**src/rtl/midi_note_to_tone_registers_unit_defines.svh**
```systemverilog
// Assertion macros for the MIDI note to tone register unit.
// Expects clk and rst_n in scope at the point of use; no other dependencies.
`ifndef MIDI_NOTE_TO_TONE_REGISTERS_UNIT_DEFINES_SVH
`define MIDI_NOTE_TO_TONE_REGISTERS_UNIT_DEFINES_SVH

// ante holds at an edge -> cons holds at the same edge
`define MNTR_ASSERT_IMP(lbl, ante, cons, msg) \
  lbl: assert property (@(posedge clk) disable iff (!rst_n) (ante) |-> (cons)) else $error(msg);

// ante holds at an edge -> cons holds at the next edge
`define MNTR_ASSERT_NEXT(lbl, ante, cons, msg) \
  lbl: assert property (@(posedge clk) disable iff (!rst_n) (ante) |=> (cons)) else $error(msg);

// cond never holds
`define MNTR_ASSERT_NEVER(lbl, cond, msg) \
  lbl: assert property (@(posedge clk) disable iff (!rst_n) !(cond)) else $error(msg);

`endif

```
**src/rtl/mntr_pkg.sv**
```systemverilog
// Shared types, constants and tone tables for the MIDI note to tone register unit.
// No dependencies.
package mntr_pkg;

  localparam int BYTE_W    = 8;
  localparam int NOTE_W    = 7;
  localparam int NIBBLE_W  = 4;
  localparam int PITCH_W   = 14;
  localparam int DIVIDEND_W = 17;
  localparam int QUOT_W    = 12;
  localparam int NUM_GROUPS = 5;
  localparam int GROUP_W   = 3;

  localparam logic [DIVIDEND_W-1:0] PSG_CLOCK = 17'd125000;

  localparam logic [NIBBLE_W-1:0] CMD_NOTE_OFF = 4'h8;
  localparam logic [NIBBLE_W-1:0] CMD_NOTE_ON  = 4'h9;
  localparam logic [NIBBLE_W-1:0] CMD_CONTROL  = 4'hB;
  localparam logic [NIBBLE_W-1:0] CMD_PROGRAM  = 4'hC;

  localparam logic [NIBBLE_W-1:0] CH_FM_LO = 4'd3;
  localparam logic [NIBBLE_W-1:0] CH_FM_HI = 4'd4;
  localparam logic [NIBBLE_W-1:0] CH_DRUM  = 4'd9;

  localparam logic [1:0] FM_CHIP = 2'd3;
  localparam logic [5:0] DRUM_ADDR     = 6'h0E;
  localparam logic [5:0] FM_FNUM_BASE  = 6'h10;
  localparam logic [5:0] FM_KEY_BASE   = 6'h20;
  localparam logic [7:0] FM_KEY_ON     = 8'h10;
  localparam logic [7:0] DRUM_RHYTHM   = 8'h40;

  localparam logic [NOTE_W-1:0] NOTE_BASS_DRUM = 7'h24;
  localparam logic [NOTE_W-1:0] NOTE_SNARE     = 7'h26;
  localparam logic [NOTE_W-1:0] NOTE_TOM       = 7'h2F;
  localparam logic [NOTE_W-1:0] NOTE_CYMBAL    = 7'h31;
  localparam logic [NOTE_W-1:0] NOTE_HIHAT     = 7'h2A;

  // note / 12 == (note * 43) >> 9 for every 7-bit note
  localparam logic [5:0] DIV12_MUL = 6'd43;
  localparam int         DIV12_SHR = 9;

  // packed so that chip sits in the lowest bits
  typedef struct packed {
    logic [7:0] reg_data;
    logic [5:0] reg_address;
    logic [1:0] target_chip;
  } write_t;

  typedef enum logic [1:0] {
    KIND_NONE,
    KIND_SQ,
    KIND_FM,
    KIND_DRUM
  } kind_t;

  typedef enum logic [1:0] {
    PH_STATUS,
    PH_DATA1,
    PH_DATA2
  } phase_t;

  typedef enum logic [2:0] {
    ST_IDLE,
    ST_SPLIT,
    ST_CLAIM,
    ST_DIV,
    ST_SEND_LO,
    ST_SEND_HI
  } state_t;

  typedef struct packed {
    logic ld_status;
    logic ld_note;
    logic split;
    logic claim;
    logic ld_quot;
    logic send_hi;
  } dp_cmd_t;

  typedef struct packed {
    logic  status_ok;
    logic  pend_prog;
    logic  pend_noteon;
    kind_t kind;
    logic  found;
    logic  div_done;
  } dp_stat_t;

  function automatic logic [8:0] pitch_tab(input logic [3:0] tone);
    logic [8:0] p;
    unique case (tone)
      4'd0:    p = 9'd263;
      4'd1:    p = 9'd277;
      4'd2:    p = 9'd294;
      4'd3:    p = 9'd311;
      4'd4:    p = 9'd330;
      4'd5:    p = 9'd349;
      4'd6:    p = 9'd370;
      4'd7:    p = 9'd392;
      4'd8:    p = 9'd415;
      4'd9:    p = 9'd440;
      4'd10:   p = 9'd466;
      4'd11:   p = 9'd494;
      default: p = 9'd263;
    endcase
    return p;
  endfunction

  function automatic logic [8:0] fnum_tab(input logic [3:0] tone);
    logic [8:0] f;
    unique case (tone)
      4'd0:    f = 9'd172;
      4'd1:    f = 9'd181;
      4'd2:    f = 9'd191;
      4'd3:    f = 9'd204;
      4'd4:    f = 9'd216;
      4'd5:    f = 9'd229;
      4'd6:    f = 9'd242;
      4'd7:    f = 9'd257;
      4'd8:    f = 9'd272;
      4'd9:    f = 9'd288;
      4'd10:   f = 9'd305;
      4'd11:   f = 9'd323;
      default: f = 9'd172;
    endcase
    return f;
  endfunction

endpackage

```
**src/rtl/mntr_div.sv**
```systemverilog
// Restoring divider: constant PSG clock divided by a pitch, one quotient bit per cycle.
// Depends on mntr_pkg.
module mntr_div
  import mntr_pkg::*;
(
  input  logic               clk,
  input  logic               rst_n,
  input  logic               start,
  input  logic [PITCH_W-1:0] divisor,
  output logic               done,
  output logic [QUOT_W-1:0]  quot
);

  localparam int CNT_W = $clog2(DIVIDEND_W + 1);

  logic                  busy_r, busy_nxt;
  logic                  done_r, done_nxt;
  logic [CNT_W-1:0]      cnt_r, cnt_nxt;
  logic [DIVIDEND_W-1:0] dvd_r, dvd_nxt;
  logic [PITCH_W-1:0]    rem_r, rem_nxt;
  logic [PITCH_W-1:0]    dsr_r, dsr_nxt;
  logic [QUOT_W-1:0]     quo_r, quo_nxt;
  logic [PITCH_W:0]      trial;
  logic                  ge;

  assign trial = {rem_r, dvd_r[DIVIDEND_W-1]};
  assign ge    = (trial >= {1'b0, dsr_r});

  always_comb begin
    busy_nxt = busy_r;
    done_nxt = 1'b0;
    cnt_nxt  = cnt_r;
    dvd_nxt  = dvd_r;
    rem_nxt  = rem_r;
    dsr_nxt  = dsr_r;
    quo_nxt  = quo_r;
    if (start) begin
      busy_nxt = 1'b1;
      cnt_nxt  = CNT_W'(DIVIDEND_W);
      dvd_nxt  = PSG_CLOCK;
      rem_nxt  = '0;
      dsr_nxt  = divisor;
      quo_nxt  = '0;
    end else if (busy_r) begin
      dvd_nxt = {dvd_r[DIVIDEND_W-2:0], 1'b0};
      rem_nxt = ge ? PITCH_W'(trial - {1'b0, dsr_r}) : trial[PITCH_W-1:0];
      quo_nxt = {quo_r[QUOT_W-2:0], ge};
      cnt_nxt = cnt_r - 1'b1;
      if (cnt_r == CNT_W'(1)) begin
        busy_nxt = 1'b0;
        done_nxt = 1'b1;
      end
    end
  end

  always_ff @(posedge clk) begin
    if (!rst_n) begin
      busy_r <= 1'b0;
      done_r <= 1'b0;
      cnt_r  <= '0;
    end else begin
      busy_r <= busy_nxt;
      done_r <= done_nxt;
      cnt_r  <= cnt_nxt;
    end
  end

  always_ff @(posedge clk) begin
    dvd_r <= dvd_nxt;
    rem_r <= rem_nxt;
    dsr_r <= dsr_nxt;
    quo_r <= quo_nxt;
  end

  assign done = done_r;
  assign quot = quo_r;

endmodule

```
**src/rtl/mntr_dp.sv**
```systemverilog
// Datapath: message registers, note split, voice allocation, drum image, write words.
// Depends on mntr_pkg and mntr_div.
module mntr_dp
  import mntr_pkg::*;
#(
  parameter int VOICES_PER_GROUP = 3
) (
  input  logic              clk,
  input  logic              rst_n,
  input  logic [BYTE_W-1:0] in_byte,
  input  dp_cmd_t           cmd,
  output dp_stat_t          stat,
  output write_t            out_word,
  output logic              out_last
);

  localparam int VW = (VOICES_PER_GROUP > 1) ? $clog2(VOICES_PER_GROUP) : 1;

  logic [NIBBLE_W-1:0] pend_cmd_r, pend_ch_r;
  logic [NOTE_W-1:0]   note_r;
  logic [3:0]          octq_r, tone_r;
  logic [VOICES_PER_GROUP-1:0] busy_r [NUM_GROUPS];
  logic [7:0]          drum_r, drum_nxt;
  logic [1:0]          voice_r;
  write_t              wr_lo_r, wr_hi_r;

  logic [NIBBLE_W-1:0] top;
  logic [12:0]         prod;
  logic [3:0]          octq;
  logic [NOTE_W-1:0]   tone_full;
  kind_t               kind;
  logic [GROUP_W-1:0]  grp;
  logic                found;
  logic [VW-1:0]       first;
  logic                take;
  logic [8:0]          ptab;
  logic [PITCH_W-1:0]  pitch;
  logic [2:0]          shl, shr;
  logic [8:0]          fnum;
  logic [2:0]          fm_oct;
  logic [2:0]          fm_voice;
  logic [1:0]          vnum;
  logic                div_start, div_done;
  logic [QUOT_W-1:0]   quot;
  logic [5:0]          sq_addr;

  assign top = in_byte[BYTE_W-1:BYTE_W-NIBBLE_W];

  assign prod      = {6'd0, note_r} * {7'd0, DIV12_MUL};
  assign octq      = prod[DIV12_SHR+3:DIV12_SHR];
  assign tone_full = note_r - NOTE_W'({octq, 3'd0} + {1'b0, octq, 2'd0});

  always_comb begin
    if (pend_ch_r <= 4'd2) begin
      kind = KIND_SQ;
    end else if (pend_ch_r == CH_FM_LO || pend_ch_r == CH_FM_HI) begin
      kind = KIND_FM;
    end else if (pend_ch_r == CH_DRUM) begin
      kind = KIND_DRUM;
    end else begin
      kind = KIND_NONE;
    end
  end

  assign grp = pend_ch_r[GROUP_W-1:0];

  always_comb begin
    found = 1'b0;
    first = '0;
    if (kind == KIND_SQ || kind == KIND_FM) begin
      for (int i = 0; i < VOICES_PER_GROUP; i++) begin
        if (!busy_r[grp][i] && !found) begin
          found = 1'b1;
          first = VW'(i);
        end
      end
    end
  end

  assign take = cmd.claim && found;
  assign vnum = 2'(first);

  // square wave pitch, octave-scaled around octave 4 (octq 5)
  assign ptab  = pitch_tab(tone_r);
  assign shl   = 3'(octq_r - 4'd5);
  assign shr   = 3'(4'd5 - octq_r);
  assign pitch = (octq_r >= 4'd5) ? ({5'd0, ptab} << shl) : ({5'd0, ptab} >> shr);

  assign fnum   = fnum_tab(tone_r);
  assign fm_oct = (octq_r == 4'd0) ? 3'd0 : ((octq_r >= 4'd9) ? 3'd7 : 3'(octq_r - 4'd1));
  assign fm_voice = {1'b0, vnum} + ((pend_ch_r == CH_FM_HI) ? 3'd3 : 3'd0);

  always_comb begin
    drum_nxt = drum_r | DRUM_RHYTHM;
    case (note_r)
      NOTE_BASS_DRUM: drum_nxt = drum_nxt | 8'h20;
      NOTE_SNARE:     drum_nxt = drum_nxt | 8'h10;
      NOTE_TOM:       drum_nxt = drum_nxt | 8'h08;
      NOTE_CYMBAL:    drum_nxt = drum_nxt | 8'h04;
      NOTE_HIHAT:     drum_nxt = drum_nxt | 8'h02;
      default:        drum_nxt = drum_nxt;
    endcase
  end

  assign div_start = take && (kind == KIND_SQ);

  mntr_div u_div (
    .clk     (clk),
    .rst_n   (rst_n),
    .start   (div_start),
    .divisor (pitch),
    .done    (div_done),
    .quot    (quot)
  );

  assign sq_addr = {3'd0, voice_r, 1'b0};

  always_ff @(posedge clk) begin
    if (!rst_n) begin
      pend_cmd_r <= '0;
      pend_ch_r  <= '0;
      note_r     <= '0;
      drum_r     <= '0;
      for (int g = 0; g < NUM_GROUPS; g++) begin
        busy_r[g] <= '0;
      end
    end else begin
      if (cmd.ld_status) begin
        pend_cmd_r <= top;
        pend_ch_r  <= in_byte[NIBBLE_W-1:0];
      end
      if (cmd.ld_note) begin
        note_r <= in_byte[NOTE_W-1:0];
      end
      if (take) begin
        busy_r[grp][first] <= 1'b1;
      end
      if (cmd.claim && kind == KIND_DRUM) begin
        drum_r <= drum_nxt;
      end
    end
  end

  always_ff @(posedge clk) begin
    if (cmd.split) begin
      octq_r <= octq;
      tone_r <= tone_full[3:0];
    end
    if (take) begin
      voice_r <= vnum;
    end
    if (take && kind == KIND_FM) begin
      wr_lo_r <= '{reg_data: fnum[7:0], reg_address: FM_FNUM_BASE + {3'd0, fm_voice},
                   target_chip: FM_CHIP};
      wr_hi_r <= '{reg_data: FM_KEY_ON | {4'd0, fm_oct, fnum[8]},
                   reg_address: FM_KEY_BASE + {3'd0, fm_voice}, target_chip: FM_CHIP};
    end else if (cmd.claim && kind == KIND_DRUM) begin
      wr_hi_r <= '{reg_data: drum_nxt, reg_address: DRUM_ADDR, target_chip: FM_CHIP};
    end else if (cmd.ld_quot) begin
      wr_lo_r <= '{reg_data: quot[7:0], reg_address: sq_addr, target_chip: pend_ch_r[1:0]};
      wr_hi_r <= '{reg_data: {4'd0, quot[QUOT_W-1:8]}, reg_address: sq_addr | 6'd1,
                   target_chip: pend_ch_r[1:0]};
    end
  end

  assign stat.status_ok   = (top == CMD_NOTE_OFF) || (top == CMD_NOTE_ON) ||
                            (top == CMD_CONTROL) || (top == CMD_PROGRAM);
  assign stat.pend_prog   = (pend_cmd_r == CMD_PROGRAM);
  assign stat.pend_noteon = (pend_cmd_r == CMD_NOTE_ON);
  assign stat.kind        = kind;
  assign stat.found       = found;
  assign stat.div_done    = div_done;

  assign out_word = cmd.send_hi ? wr_hi_r : wr_lo_r;
  assign out_last = cmd.send_hi;

endmodule

```
**src/rtl/mntr_ctrl.sv**
```systemverilog
// Controller: MIDI parse phase and the per-message sequencer with the stream handshakes.
// Depends on mntr_pkg.
module mntr_ctrl
  import mntr_pkg::*;
(
  input  logic     clk,
  input  logic     rst_n,
  input  logic     in_tvalid,
  output logic     in_tready,
  output logic     out_tvalid,
  input  logic     out_tready,
  input  dp_stat_t stat,
  output dp_cmd_t  cmd
);

  state_t state_r, state_nxt;
  phase_t phase_r, phase_nxt;

  always_ff @(posedge clk) begin
    if (!rst_n) begin
      state_r <= ST_IDLE;
      phase_r <= PH_STATUS;
    end else begin
      state_r <= state_nxt;
      phase_r <= phase_nxt;
    end
  end

  always_comb begin
    state_nxt  = state_r;
    phase_nxt  = phase_r;
    cmd        = '0;
    in_tready  = 1'b0;
    out_tvalid = 1'b0;
    unique case (state_r)
      ST_IDLE: begin
        in_tready = 1'b1;
        if (in_tvalid) begin
          unique case (phase_r)
            PH_STATUS: begin
              if (stat.status_ok) begin
                cmd.ld_status = 1'b1;
                phase_nxt     = PH_DATA1;
              end
            end
            PH_DATA1: begin
              cmd.ld_note = 1'b1;
              phase_nxt   = stat.pend_prog ? PH_STATUS : PH_DATA2;
            end
            PH_DATA2: begin
              phase_nxt = PH_STATUS;
              if (stat.pend_noteon) begin
                state_nxt = ST_SPLIT;
              end
            end
            default: phase_nxt = PH_STATUS;
          endcase
        end
      end
      ST_SPLIT: begin
        cmd.split = 1'b1;
        state_nxt = ST_CLAIM;
      end
      ST_CLAIM: begin
        cmd.claim = 1'b1;
        if (stat.kind == KIND_SQ && stat.found) begin
          state_nxt = ST_DIV;
        end else if (stat.kind == KIND_FM && stat.found) begin
          state_nxt = ST_SEND_LO;
        end else if (stat.kind == KIND_DRUM) begin
          state_nxt = ST_SEND_HI;
        end else begin
          state_nxt = ST_IDLE;
        end
      end
      ST_DIV: begin
        if (stat.div_done) begin
          cmd.ld_quot = 1'b1;
          state_nxt   = ST_SEND_LO;
        end
      end
      ST_SEND_LO: begin
        out_tvalid = 1'b1;
        if (out_tready) begin
          state_nxt = ST_SEND_HI;
        end
      end
      ST_SEND_HI: begin
        out_tvalid  = 1'b1;
        cmd.send_hi = 1'b1;
        if (out_tready) begin
          state_nxt = ST_IDLE;
        end
      end
      default: state_nxt = ST_IDLE;
    endcase
  end

endmodule

```
**src/rtl/midi_note_to_tone_registers_unit.sv**
```systemverilog
// Top level: MIDI byte stream in, sound-chip register writes out.
// Depends on mntr_pkg, mntr_ctrl, mntr_dp and the assertion macro header.
//
//  channel  dir  ports                                  payload
//  in_      in   in_tvalid/in_tready/in_tdata           rx_byte
//  out_     out  out_tvalid/out_tready/out_tdata/tlast  target_chip, reg_address, reg_data; tlast
//
// A byte that completes no note-on is taken while idle. A square-wave note-on
// runs split, claim, the 17-step serial divider and two writes, plus output stalls;
// an FM note-on skips the divider, a drum note-on makes one write. One byte is in work at a time.
// Synchronous active-low reset frees all voices and clears the drum image.
`include "midi_note_to_tone_registers_unit_defines.svh"

module midi_note_to_tone_registers_unit
  import mntr_pkg::*;
#(
  parameter int VOICES_PER_GROUP = 3
) (
  input  logic        clk,
  input  logic        rst_n,
  input  logic        in_tvalid,
  output logic        in_tready,
  input  logic [7:0]  in_tdata,   // [7:0] rx_byte
  output logic        out_tvalid,
  input  logic        out_tready,
  output logic [15:0] out_tdata,  // [1:0] target_chip, [7:2] reg_address, [15:8] reg_data
  output logic        out_tlast   // last_write
);

  dp_cmd_t  cmd;
  dp_stat_t stat;
  write_t   out_word;
  logic     out_last;

  mntr_ctrl u_ctrl (
    .clk        (clk),
    .rst_n      (rst_n),
    .in_tvalid  (in_tvalid),
    .in_tready  (in_tready),
    .out_tvalid (out_tvalid),
    .out_tready (out_tready),
    .stat       (stat),
    .cmd        (cmd)
  );

  mntr_dp #(
    .VOICES_PER_GROUP (VOICES_PER_GROUP)
  ) u_dp (
    .clk      (clk),
    .rst_n    (rst_n),
    .in_byte  (in_tdata),
    .cmd      (cmd),
    .stat     (stat),
    .out_word (out_word),
    .out_last (out_last)
  );

  assign out_tdata = out_word;
  assign out_tlast = out_last;

  `MNTR_ASSERT_NEVER(a_no_overlap, in_tready && out_tvalid, "input taken while a write is pending")
  `MNTR_ASSERT_NEXT(a_pair_follows, out_tvalid && out_tready && !out_tlast, out_tvalid && out_tlast, "second write does not follow the first")
  `MNTR_ASSERT_IMP(a_sq_addr, out_tvalid && out_word.target_chip != FM_CHIP, out_word.reg_address <= 6'd5, "square-wave write outside the tone registers")
  `MNTR_ASSERT_IMP(a_div_in_wait, stat.div_done, u_ctrl.state_r == ST_DIV, "divider finished outside its wait state")

endmodule
```
**config.mk**
```make
export PLATFORM = sky130hd
export DESIGN_NAME = midi_note_to_tone_registers_unit
export DESIGN_NICKNAME = d
export VERILOG_FILES = /design/src/rtl/mntr_pkg.sv /design/src/rtl/mntr_div.sv /design/src/rtl/mntr_dp.sv /design/src/rtl/mntr_ctrl.sv /design/src/rtl/midi_note_to_tone_registers_unit.sv
export VERILOG_INCLUDE_DIRS = /design/src /design/src/rtl
export SDC_FILE = /design/constraint.sdc
export NUM_CORES = 1
export LEC_CHECK = 0
export BUFFER_PORTS_ARGS = -buffer_cell sky130_fd_sc_hd__buf_2
export CORE_MARGIN = 2
export CORE_UTILIZATION = 35
export DETAILED_ROUTE_END_ITERATION = 8
export RECOVER_POWER = 100
export SLEW_MARGIN = 0
export SYNTH_ARGS = -nofsm -noshare
export SYNTH_HDL_FRONTEND = slang
export SYNTH_SLANG_ARGS = --single-unit
```
**constraint.sdc**
```tcl
create_clock -name clk -period 5 [get_ports clk]
set_input_delay 0.25 -clock clk [delete_from_list [all_inputs] [get_ports clk]]
set_output_delay 0.25 -clock clk [all_outputs]
set_load 0.02 [all_outputs]
```
==> results.txt <==
For the pin with the worst max-slew slack, the measured transition is 1.07 ns. The class of the worst hold path is input port to flip-flop. TritonCTS built the clock tree.

Async set-reset flop share out of synthesis: 0. The final cycle utilization of the critical path is 0.919, and the detailed-route DRC error count is 0. The run gives 0 as the number of warnings issued by yosys. The critical path class was flip-flop to flip-flop. The static leakage is 4.30 nW, and the cell area power density is 280 nW/µm². The flow ran to the end, and the final reports show no timing, DRC or antenna violations.

The post-synthesis instance area is 9180 µm². The via count of the first global-routing pass was 6335. The number of nets handed over by synthesis was 1030. The headroom to the max-slew limit came out at 0.283. STA classifies the critical path startpoint as a flip-flop.

Hold repair after CTS inserted 0 buffers. The count of nets left with antenna violations once routing finished came out at 0. The proportion of netlist area held by the largest area contributor was 0.266. The die height came out at 166 µm. The number of clock buffers added by TritonCTS is 17.

The tools report the HPWL after detailed placement as 13800 µm. The most used flip-flop cell after synthesis is dfxtp_1. Synthesis produced 942 cells. The H-tree was split into 4 levels. The critical path capture point type is a flip-flop. Along the worst hold path, the cell count comes to 3. The arrival time reported for the critical path endpoint is 4.92 ns, and the post-CTS setup repair buffer count is 0. The die covers 27500 µm². The startpoint of the most critical register-to-register path is u_dp.note_r[1]. The detailed router placed 6630 vias in this run. The floorplan core area was 25900 µm². Setup repair after global routing left no endpoint under its margin. The wire length per cell works out to 14.8 µm. The repair_antennas step left the layout with diodes totalling 0.

The number of cells on the worst reg-to-reg path works out to 16. The CTS root buffer was clkbuf_16. The routed design has 19300 µm of wire.

Max-cap violations in this run came to 0. The number of antenna violations at the first check in global routing is 0, and the number of enable flip-flop cells after synthesis is 45. For this design the top-level I/O count stands at 31. The relative area change from synthesis to final layout is 10.6%, and the total congestion overflow after global routing is 0. Entering global routing, the biggest net connects 49 pins. The run gives 218 MHz as the peak clock frequency supported by timing.

In this run, the number of DRC markers left after iteration 0 of detailed routing was 524. The later pin in the worst-skew pair is clocked with a latency of 0.43 ns. For the register-to-register setup slack, the log shows 0.40 ns. Across the routed clock network, the largest skew measured is 0.00971 ns.

dfxtp_1 is the most common cell in the netlist. In this run the horizontal extent of the chip is 166 µm. The first TritonRoute pass finished after 5 iterations. The fraction of layout instances using a drive strength above 1 is 0.0902.

Synthesis inferred 167 register bits. After clock tree synthesis, the clock-pin slew on the worst setup and hold paths is 0.07 ns. In this run the worst setup path begins at u_dp.note_r[1]. The logs give 1039 for the final-stage net count and 0.143 for the overall routing resource usage. The synthesized design spends more area on one cell type than any other, namely dfxtp_1. In this run the critical register-to-register path is captured at u_dp.ptab[5].

The tools report the clock sink count as 167. For the setup total negative slack, the log shows 0 ns. The tools report the number of hold violations in the final report as 0. Cell area reported after detailed placement: 9610 µm². Yosys attributes the largest share of cell area to dfxtp_1 (27%), edfxtp_1 (15%), ha_1 (9.3%). The row count is 59. The initial cell density of the core was 0.354; the number of unique standard cell types used by synthesis was 82. For the placed instance count, the log shows 1267. A synthesized cell averages 9.74 µm². The finished layout holds 1299 standard cells, fillers aside. Port buffering added 30 buffers. Summing all non-filler instances in the final layout gives an area of 10100 µm².

The maximum clock path buffer count was 2. The sequential area share after synthesis came out at 0.413. The detailed-route vias per instance works out to 5.10. The commonest cells after synthesis are dfxtp_1 (122), nor2_1 (73), ha_1 (68). Gates resized during post-CTS repair numbered 0.

Setup violations remaining at the end of the flow were counted as 0. The final max-slew violation count came out at 0. Final critical path time including I/O delays and setup: 4.60 ns.

The run gives 5.32 ns as the critical path required time. The first global-routing pass estimated 32600 µm of wire. The run gives 0.202 mV as the largest voltage drop on the vdd net. The worst hold path terminates at u_dp.note_r[0]. Of all nets on the critical path, the largest fanout is 10.

The worst hold path begins at in_tdata[0]. The final weighted congestion in routability-driven placement was 0.811.
stage by stage:
stage           util  setup slack, ns  power [W]  hold WS (ns)
5_1_grt        0.392            0.142    0.00295         0.103
2_1_floorplan      -            0.839    0.00150         0.406
4_1_cts        0.394            0.506    0.00287         0.101
6_report       0.392            0.403    0.00284         0.109
3_3_place_gp   0.371            0.613    0.00152         0.428
3_5_place_dp   0.371            0.528    0.00153         0.429
worst max-delay path by stage:
stage	to	depth (start not counted)	slack, ns
final	u_dp.ptab[5]	16	0.40
after global routing	u_dp.ptab[0]	17	0.14
after CTS	u_dp.ptab[5]	16	0.51
after detailed placement	u_dp.ptab[5]	16	0.53
after global placement	u_dp.fnum[0]	17	0.61
after floorplan	u_dp.fnum[5]	17	0.84
power breakdown:
| part | switching (W) | internal [W] |
|---|---|---|
| Combinational | 0.0000496 | 0.0000384 |
| Clock | 0.000660 | 0.000684 |
| Sequential | 0.0000151 | 0.00139 |
final cells by class:
class	count	area, µm²
fillers	2587	15800
multi-input cells	660	4900
flip-flops and latches	167	3790
clock buffers	17	425
well taps	335	419
inverters	68	255
clock inverters	15	179
repair buffers	37	171
layout by cell type, fill, tap and decap left out, types with 5 or more instances in the layout:
cell       count
nor4b_1        6
a211oi_1      10
xnor2_1       14
nor2_1        76
nand3_1       19
buf_2         14
ha_1          68
dfxtp_1      121
nand4_1        7
and3_1         5
xor2_1         9
clkbuf_1      19
a22o_1        12
fa_1           8
o21bai_1      10
and2_0         7
nand2_1       65
nor2b_1       21
a21boi_0       8
mux2i_1       51
inv_8          6
nor4_1         7
o21ai_0       49
nor3_1        14
a31oi_1       11
inv_1         67
mux4_2         5
o22ai_1        5
mux2_1         5
a21oi_1       48
edfxtp_1      45
o21a_1        26
mux2_2        14
clkbuf_16     17
nand2b_1       8
per-layer routing:
layer / track usage / part of all wire / vias up
li1: - / - / 3391
met1: 0.205 / 0.51 / 3120
met2: 0.221 / 0.44 / 106
met3: 0.0260 / 0.030 / 13
met4: 0.0397 / 0.011 / 0
met5: 0 / 0 / -
state kept, by name, summed over array words and instances, names as in the netlist, 3 cells and up, named ones only:
| register | cells |
|---|---|
| u_ctrl.state_r | 3 |
| u_dp.busy_r | 24 |
| u_dp.drum_r | 5 |
| u_dp.fnum | 8 |
| u_dp.note_r | 7 |
| u_dp.octq_r | 4 |
| u_dp.pend_ch_r | 4 |
| u_dp.pend_cmd_r | 4 |
| u_dp.ptab | 8 |
| u_dp.tone_r | 4 |
| u_dp.u_div.cnt_r | 5 |
| u_dp.u_div.dsr_r | 14 |
| u_dp.u_div.dvd_r | 14 |
| u_dp.u_div.quot | 12 |
| u_dp.u_div.rem_r | 14 |
| u_dp.wr_hi_r | 14 |
| u_dp.wr_lo_r | 14 |
critical path, cell delays in order (launching register included):
cell	delay (ns)
dfxtp_1	0.52
ha_1	0.30
inv_1	0.09
fa_1	0.42
fa_1	0.54
inv_1	0.04
ha_1	0.30
a211oi_1	0.25
o221ai_1	0.27
xor2_1	0.23
ha_1	0.23
xnor2_1	0.16
xnor2_1	0.14
xnor3_2	0.35
o21bai_4	0.29
o21ai_0	0.12
a22o_1	0.22
cells by family (layout without fill, tap and decap cells):
| kind of cell | Yosys count | in the layout | synth area share |
|---|---|---|---|
| multiplexers | 75 | 75 | 0.0912 |
| buffers and inverters | 115 | 137 | 0.0499 |
| AND/OR/NAND/NOR | 257 | 257 | 0.139 |
| XOR/XNOR | 25 | 25 | 0.0263 |
| AO/OA/AOI/OAI | 227 | 227 | 0.170 |
| adder cells (fa/ha/maj) | 76 | 76 | 0.110 |
| flip-flops | 167 | 167 | 0.413 |
No activity file was read; power rests on OpenSTA's default activity.
